File: src/hw/rtl/escaped_fixed_length_deframer_defines.svh
// assertion macros for the escaped fixed length deframer
`ifndef ESCAPED_FIXED_LENGTH_DEFRAMER_DEFINES_SVH
`define ESCAPED_FIXED_LENGTH_DEFRAMER_DEFINES_SVH

// same-cycle implication, checked outside reset
`define EFLD_ASSERT_NOW(label, clk, rst_n, ante, cons, msg) \
    label: assert property (@(posedge clk) disable iff (!rst_n) (ante) |-> (cons)) \
        else $error(msg);

// next-cycle implication, checked outside reset
`define EFLD_ASSERT_NEXT(label, clk, rst_n, ante, cons, msg) \
    label: assert property (@(posedge clk) disable iff (!rst_n) (ante) |=> (cons)) \
        else $error(msg);

`endif

File: src/hw/rtl/efld_pkg.sv
// shared constants and types for the escaped fixed length deframer
package efld_pkg;

    localparam int ByteW               = 8;
    localparam int IndexW              = 6;
    localparam int MessageBytesDefault = 16;

    localparam logic [ByteW-1:0] FlagByte = 8'h7E;
    localparam logic [ByteW-1:0] EscByte  = 8'h7D;
    localparam logic [ByteW-1:0] EscXor   = 8'h20;

    typedef enum logic [1:0] {
        ST_WAIT,
        ST_COLLECT,
        ST_ESCAPE,
        ST_EMIT
    } state_t;

endpackage

File: src/hw/rtl/efld_ifs.sv
// stream interfaces for received bytes and decoded message bytes
interface efld_rx_if;
    logic                      valid;
    logic                      ready;
    logic [efld_pkg::ByteW-1:0] rx_byte;

    modport source (output valid, output rx_byte, input ready);
    modport sink (input valid, input rx_byte, output ready);
endinterface

interface efld_msg_if;
    logic                       valid;
    logic                       ready;
    logic [efld_pkg::ByteW-1:0]  msg_byte;
    logic [efld_pkg::IndexW-1:0] msg_index;
    logic                       msg_last;

    modport source (output valid, output msg_byte, output msg_index, output msg_last,
                    input ready);
    modport sink (input valid, input msg_byte, input msg_index, input msg_last,
                  output ready);
endinterface

File: src/hw/rtl/escaped_fixed_length_deframer.sv
// top level: flag hunt, escape decode, message chain and output burst
//
//  channel | dir | payload                          | transfer
//  rx      | in  | rx_byte                          | valid && ready
//  msg     | out | msg_byte, msg_index, msg_last    | valid && ready
//
// a received byte is taken whenever valid is high outside a burst; ready is low only during a burst
// a completed message drains from the head of the cell chain, one byte per
// cycle while msg is taken
// a stall on msg holds the chain and the output register
// reset clears control state only; the chain needs no clearing since every
// cell is rewritten before a message drains
`include "escaped_fixed_length_deframer_defines.svh"

module escaped_fixed_length_deframer #(
    parameter int MESSAGE_BYTES = efld_pkg::MessageBytesDefault
) (
    input  logic            clk,
    input  logic            rst_n,
    efld_rx_if.sink         rx,
    efld_msg_if.source      msg
);

    localparam int CntW = (MESSAGE_BYTES > 1) ? $clog2(MESSAGE_BYTES) : 1;
    localparam logic [CntW-1:0] LastIdx = CntW'(MESSAGE_BYTES - 1);

    efld_pkg::state_t state_reg, state_next;
    logic [CntW-1:0]  fill_reg, fill_next;
    logic [CntW-1:0]  emit_reg, emit_next;
    logic             out_valid_reg;
    logic [efld_pkg::ByteW-1:0]  out_byte_reg;
    logic [efld_pkg::IndexW-1:0] out_index_reg;
    logic             out_last_reg;

    logic                       accept;
    logic                       store;
    logic                       load;
    logic [efld_pkg::ByteW-1:0] store_byte;
    logic [efld_pkg::ByteW-1:0] cell_q [MESSAGE_BYTES];

    assign rx.ready = (state_reg != efld_pkg::ST_EMIT);
    assign accept   = rx.valid && rx.ready;
    assign load     = (state_reg == efld_pkg::ST_EMIT) && (!out_valid_reg || msg.ready);

    always_comb
    begin
        state_next = state_reg;
        fill_next  = fill_reg;
        emit_next  = emit_reg;
        store      = 1'b0;
        store_byte = rx.rx_byte;
        unique case (state_reg)
            efld_pkg::ST_WAIT:
            begin
                if (accept && rx.rx_byte == efld_pkg::FlagByte)
                begin
                    state_next = efld_pkg::ST_COLLECT;
                end
            end
            efld_pkg::ST_COLLECT:
            begin
                if (accept)
                begin
                    priority if (rx.rx_byte == efld_pkg::FlagByte)
                    begin
                        // abandon the partial message
                        fill_next  = '0;
                        state_next = efld_pkg::ST_WAIT;
                    end
                    else if (rx.rx_byte == efld_pkg::EscByte)
                    begin
                        state_next = efld_pkg::ST_ESCAPE;
                    end
                    else
                    begin
                        store = 1'b1;
                    end
                end
            end
            efld_pkg::ST_ESCAPE:
            begin
                if (accept)
                begin
                    store      = 1'b1;
                    store_byte = rx.rx_byte ^ efld_pkg::EscXor;
                    state_next = efld_pkg::ST_COLLECT;
                end
            end
            efld_pkg::ST_EMIT:
            begin
                if (load)
                begin
                    if (emit_reg == LastIdx)
                    begin
                        emit_next  = '0;
                        state_next = efld_pkg::ST_WAIT;
                    end
                    else
                    begin
                        emit_next = emit_reg + 1'b1;
                    end
                end
            end
            default:
            begin
                state_next = efld_pkg::ST_WAIT;
            end
        endcase
        if (store)
        begin
            if (fill_reg == LastIdx)
            begin
                fill_next  = '0;
                state_next = efld_pkg::ST_EMIT;
            end
            else
            begin
                fill_next = fill_reg + 1'b1;
            end
        end
    end

    always_ff @(posedge clk or negedge rst_n)
    begin
        if (!rst_n)
        begin
            state_reg     <= efld_pkg::ST_WAIT;
            fill_reg      <= '0;
            emit_reg      <= '0;
            out_valid_reg <= 1'b0;
        end
        else
        begin
            state_reg <= state_next;
            fill_reg  <= fill_next;
            emit_reg  <= emit_next;
            if (load)
            begin
                out_valid_reg <= 1'b1;
            end
            else if (msg.ready)
            begin
                out_valid_reg <= 1'b0;
            end
        end
    end

    always_ff @(posedge clk)
    begin
        if (load)
        begin
            out_byte_reg  <= cell_q[0];
            out_index_reg <= efld_pkg::IndexW'(emit_reg);
            out_last_reg  <= (emit_reg == LastIdx);
        end
    end

    // bytes enter at the tail and move toward cell 0, which feeds the output
    genvar gi;
    generate
        for (gi = 0; gi < MESSAGE_BYTES; gi++)
        begin : g_cell
            logic [efld_pkg::ByteW-1:0] d_in;
            if (gi == MESSAGE_BYTES - 1)
            begin : g_tail
                assign d_in = store_byte;
            end
            else
            begin : g_link
                assign d_in = cell_q[gi+1];
            end
            efld_cell u_cell (
                .clk   (clk),
                .shift (store || load),
                .d_in  (d_in),
                .q     (cell_q[gi])
            );
        end
    endgenerate

    assign msg.valid     = out_valid_reg;
    assign msg.msg_byte  = out_byte_reg;
    assign msg.msg_index = out_index_reg;
    assign msg.msg_last  = out_last_reg;

    `EFLD_ASSERT_NOW(a_last_index, clk, rst_n, out_valid_reg && out_last_reg, out_index_reg == efld_pkg::IndexW'(LastIdx), "last byte carries wrong index")
    `EFLD_ASSERT_NEXT(a_burst_start, clk, rst_n, store && fill_reg == LastIdx, state_reg == efld_pkg::ST_EMIT && emit_reg == '0 && fill_reg == '0, "completed message did not start a burst")
    `EFLD_ASSERT_NEXT(a_burst_end, clk, rst_n, load && emit_reg == LastIdx, state_reg == efld_pkg::ST_WAIT && out_valid_reg && out_last_reg, "burst did not end after last byte")

endmodule

File: src/hw/rtl/efld_cell.sv
// one byte cell of the message shift chain
module efld_cell (
    input  logic                       clk,
    input  logic                       shift,
    input  logic [efld_pkg::ByteW-1:0] d_in,
    output logic [efld_pkg::ByteW-1:0] q
);

    logic [efld_pkg::ByteW-1:0] data_reg;

    always_ff @(posedge clk)
    begin
        if (shift)
        begin
            data_reg <= d_in;
        end
    end

    assign q = data_reg;

endmodule
File: src/flat_wrapper.sv
// flat-port wrapper written by rule: the top's interface ports become plain ports
module escaped_fixed_length_deframer_flat 
#(
    parameter int MESSAGE_BYTES = efld_pkg::MessageBytesDefault
)
  (clk, rst_n, rx_valid, rx_rx_byte, rx_ready, msg_valid, msg_msg_byte, msg_msg_index, msg_msg_last, msg_ready);
  efld_rx_if rx_i ();
  efld_msg_if msg_i ();
  input  logic clk;
  input  logic rst_n;
  input wire logic [$bits(rx_i.valid)-1:0] rx_valid;
  input wire logic [$bits(rx_i.rx_byte)-1:0] rx_rx_byte;
  output wire logic [$bits(rx_i.ready)-1:0] rx_ready;
  output wire logic [$bits(msg_i.valid)-1:0] msg_valid;
  output wire logic [$bits(msg_i.msg_byte)-1:0] msg_msg_byte;
  output wire logic [$bits(msg_i.msg_index)-1:0] msg_msg_index;
  output wire logic [$bits(msg_i.msg_last)-1:0] msg_msg_last;
  input wire logic [$bits(msg_i.ready)-1:0] msg_ready;
  assign rx_i.valid = rx_valid;
  assign rx_i.rx_byte = rx_rx_byte;
  assign rx_ready = rx_i.ready;
  assign msg_valid = msg_i.valid;
  assign msg_msg_byte = msg_i.msg_byte;
  assign msg_msg_index = msg_i.msg_index;
  assign msg_msg_last = msg_i.msg_last;
  assign msg_i.ready = msg_ready;
  escaped_fixed_length_deframer #(.MESSAGE_BYTES(MESSAGE_BYTES)) u_core (.clk(clk), .rst_n(rst_n), .rx(rx_i), .msg(msg_i));
endmodule
File: config.mk
export PLATFORM = sky130hd
export DESIGN_NAME = escaped_fixed_length_deframer_flat
export DESIGN_NICKNAME = d
export VERILOG_FILES = /design/src/hw/rtl/efld_pkg.sv /design/src/hw/rtl/efld_ifs.sv /design/src/hw/rtl/escaped_fixed_length_deframer.sv /design/src/hw/rtl/efld_cell.sv /design/src/flat_wrapper.sv
export VERILOG_INCLUDE_DIRS = /design/src /design/src/hw/rtl
export SDC_FILE = /design/constraint.sdc
export NUM_CORES = 1
export LEC_CHECK = 0
export BUFFER_PORTS_ARGS = -buffer_cell sky130_fd_sc_hd__clkbuf_2
export CORE_MARGIN = 2
export CORE_UTILIZATION = 59
export DETAILED_ROUTE_END_ITERATION = 10
export GPL_TIMING_DRIVEN = 0
export PLACE_DENSITY = 0.78
export SLEW_MARGIN = 20
export SYNTH_ARGS = -nofsm -noshare
export SYNTH_HDL_FRONTEND = slang
export SYNTH_HIERARCHICAL = 1
export SYNTH_SLANG_ARGS = --single-unit
File: constraint.sdc
create_clock -name clk -period 5.4 [get_ports clk]
set_clock_uncertainty 0.05 [all_clocks]
set_input_delay 0.27 -clock clk [delete_from_list [all_inputs] [get_ports clk]]
set_output_delay 0.27 -clock clk [all_outputs]
set_load 0.02 [all_outputs]
==> flow_metrics.py <==
metrics = {
    "outcome": {
        "status": "complete, no violations",
    },
    "yosys": {
        "synth_top_flop_cell": "edfxtp_1",
        "netlist_instances": 225,
        "ys_seq_area_share_pct": 90.1,
        "synth_seq_cells": 152,
        "async_reset_ff_share_pct": 7.24,
        "ys_warn_count": 6,
        "synth_cell_types": 35,
        "postSynthAreaPerCell_um2": 22.2,
        "synth_edf_count": 141,
        "syn_area_um2": 5000,
    },
    "setup_path": {
        "crit_path_max_fanout": 56,
        "cp-start-kind": "register",
        "cp_slowest_stage_delay_ns": 0.48,
        "r2r_end": "u_core/g_cell[12].u_cell/q[3]",
        "path_cells": "inv_1 -> ha_1 -> o31a_1 -> o211ai_1 -> nand2_4 -> buf_12 -> buf_16",
        "cp.required_ns": 5.58,
        "cp_num_buf_inv": 3,
        "r2r-start": "u_core/state_reg[1]",
        "worst_path_max_delay_cell": "o211ai_1",
        "r2r_slack_ns": 2.71,
        "crit_family": "buffers and inverters",
        "path_class": "reg -> reg",
        "arrival_ns": 2.87,
        "critPathCaptureType": "register",
        "reg2reg_depth": 7,
    },
    "grt": {
        "grt_max_degree": 57,
        "grt-ovfl-total": 0,
        "grt_pass1_vias": 2138,
        "grt.total_usage_pct": 15.9,
        "antenna_found_initial": 0,
        "grt_pass1_wl_um": 10200,
    },
    "pwr": {
        "pwr-share-clk_pct": 46.1,
        "ir_worst_vdd_mv": 0.270,
        "switchingPower_w": 0.000463,
        "p_seq_share_pct": 52.6,
        "combPwrFrac_pct": 1.2,
        "sw_frac_of_total_pct": 19.1,
        "p_int_w": 0.00196,
        "pwr_density_cell_nw_per_um2": 405,
        "leakagePower_nw": 2.08,
    },
    "detailed_routing": {
        "wl_um": 6270,
        "vias": 2125,
        "postRouteAntennaNets": 0,
        "viasPerCell": 5.33,
        "drc": 0,
        "drtIter0Drc": 125,
        "dr.pass1.iters": 4,
        "routedWlPerCell_um": 15.7,
    },
    "clock_tree": {
        "path_clk_slew_ns": 0.06,
        "cts_tree": "yes",
        "post_cts_buffers": 0,
        "postCtsHoldBufs": 8,
        "clk_latency_ns": 0.51,
        "root_buffer": "clkbuf_8",
        "h-tree-depth": 4,
        "cts_resized": 0,
        "cts_buffer_depth": 2,
        "cts.sinks": 152,
        "cts_buffers": 17,
    },
    "timing": {
        "hold_viol_final": 0,
        "slew_headroom_pct": 61.6,
        "fmax_ghz": 0.371,
        "rsz0062_at_grt": "false",
        "slew_violations": 0,
        "min_period_ns": 2.69,
        "final.setup.tns_ns": 0,
        "post-route-period-util_pct": 49.8,
        "tightest_slew_ns": 0.575,
        "setup_ws_ns": 2.71,
        "setup_viol": 0,
    },
    "cells_and_area": {
        "area_delta_synth_final_pct": 19.5,
        "mostFrequentLayoutCell": "edfxtp_1",
        "largest_reg_flops": 128,
        "nets": 299,
        "drive_gt1_share_pct": 24.1,
        "utilization_pct": 72.8,
        "final_cell_mix": "edfxtp_1 (141), clkbuf_2 (26), clkbuf_16 (16)",
        "diodes": 0,
    },
    "floorplan": {
        "dieArea_um2": 9230,
        "die_w_um": 96.1,
        "chipHeight_um": 96.1,
        "ios": 29,
        "num_rows": 33,
        "core_area_um2": 8220,
        "start_util_pct": 60.9,
    },
    "worst_hold_path": {
        "min_to": "u_core/msg.valid",
        "hold_depth": 3,
        "min_from": "msg_ready",
        "hp-class": "in -> reg",
    },
    "job": {
        "max_cap_violations": 0,
    },
    "placement": {
        "preCtsSetupSlack_ns": 2.73,
        "port_buffers": 26,
        "dpl.hpwl_um": 3540,
        "gp_congestion": 0.911,
    },
}
==> cell families (layout without fill, tap and decap cells) <==
group / count (synthesis) / in the layout / share of synthesized area [%]
other: 1 / 2 / 0.0749
adder cells (fa/ha/maj): 6 / 6 / 1.50
AND/OR/NAND/NOR: 28 / 28 / 3.15
buffers and inverters: 8 / 76 / 0.750
XOR/XNOR: 3 / 3 / 0.525
flip-flops: 152 / 152 / 90.1
AO/OA/AOI/OAI: 27 / 27 / 3.88
==> stage by stage <==
stage,std cells,total power [W],cell area [um2],hold slack [ns]
floorplan,226,0.00131,5010,-0.0756
global placement,357,0.00132,5270,0.113
detailed placement,359,0.00133,5320,0.135
CTS,399,0.00245,5980,0.0199
global route,399,0.00251,5980,0.0376
finish,399,0.00242,5980,0.0446
==> worst register-to-register path, stage by stage (launching register included) <==
cell,delay (ns)
dfrtp_1,0.42
inv_1,0.10
ha_1,0.26
o31a_1,0.15
o211ai_1,0.48
nand2_4,0.38
buf_12,0.32
buf_16,0.24
==> layout make-up <==
cell class	instances	area (um2)
sequential	152	4510
inverter	6	22.5
buffer	2	15.0
fill	453	2240
clock inverter	13	145
clock buffer	19	432
multi-input combinational	66	468
tap	105	131
timing repair buffer	36	258
==> cell usage after synthesis (all sizes together), types with 2 or more instances <==
| cell | n | area, um2 |
|---|---|---|
| inv | 6 | 22.5 |
| nand2b | 4 | 32.5 |
| edfxtp | 141 | 4230 |
| nor2b | 2 | 12.5 |
| a21o | 3 | 25.0 |
| xnor2 | 3 | 26.3 |
| nor2 | 3 | 11.3 |
| o21ai | 4 | 20.0 |
| buf | 2 | 15.0 |
| a21oi | 7 | 35.0 |
| nand4 | 2 | 18.8 |
| nand2 | 12 | 45.0 |
| a22o | 2 | 20.0 |
| dfrtp | 11 | 275 |
| a31oi | 2 | 18.8 |
| ha | 6 | 75.1 |
==> layer usage <==
metal,track usage (%),part of all wire (%),up-vias,routed length [um]
met4,7.02,1.0,0,65
met5,0,0,-,0
met2,24.2,49,58,3100
met1,19.8,45,1063,2800
met3,7.13,4.8,7,299
li1,-,-,997,-
==> power groups by stage <==
stage | Combinational (W) | Sequential [W] | Clock (W)
finish | 0.0000301 | 0.00128 | 0.00112
floorplan | 0.0000145 | 0.00130 | 0
detailed placement | 0.0000252 | 0.00130 | 0
CTS | 0.0000296 | 0.00128 | 0.00114
global placement | 0.0000229 | 0.00130 | 0
global route | 0.0000329 | 0.00127 | 0.00120
==> worst max-delay path by stage <==
| stage | startpoint | to | slack (ns) | cells after the start |
|---|---|---|---|---|
| 6_report | u_core/state_reg[1] | u_core/g_cell[12].u_cell/q[3] | 2.71 | 7 |
| 5_1_grt | u_core/state_reg[1] | u_core/g_cell[12].u_cell/q[2] | 2.50 | 7 |
| 4_1_cts | u_core/state_reg[1] | u_core/g_cell[4].u_cell/q[6] | 2.71 | 7 |
| 3_5_place_dp | rx_rx_byte[5] | u_core/g_cell[0].u_cell/q[3] | 2.73 | 7 |
| 3_3_place_gp | rx_rx_byte[5] | u_core/g_cell[0].u_cell/q[3] | -0.07 | 5 |
| 2_1_floorplan | u_core/state_reg[1] | u_core/g_cell[0].u_cell/q[0] | 1.00 | 5 |
Note: power is estimated with default switching activity, not from simulation.
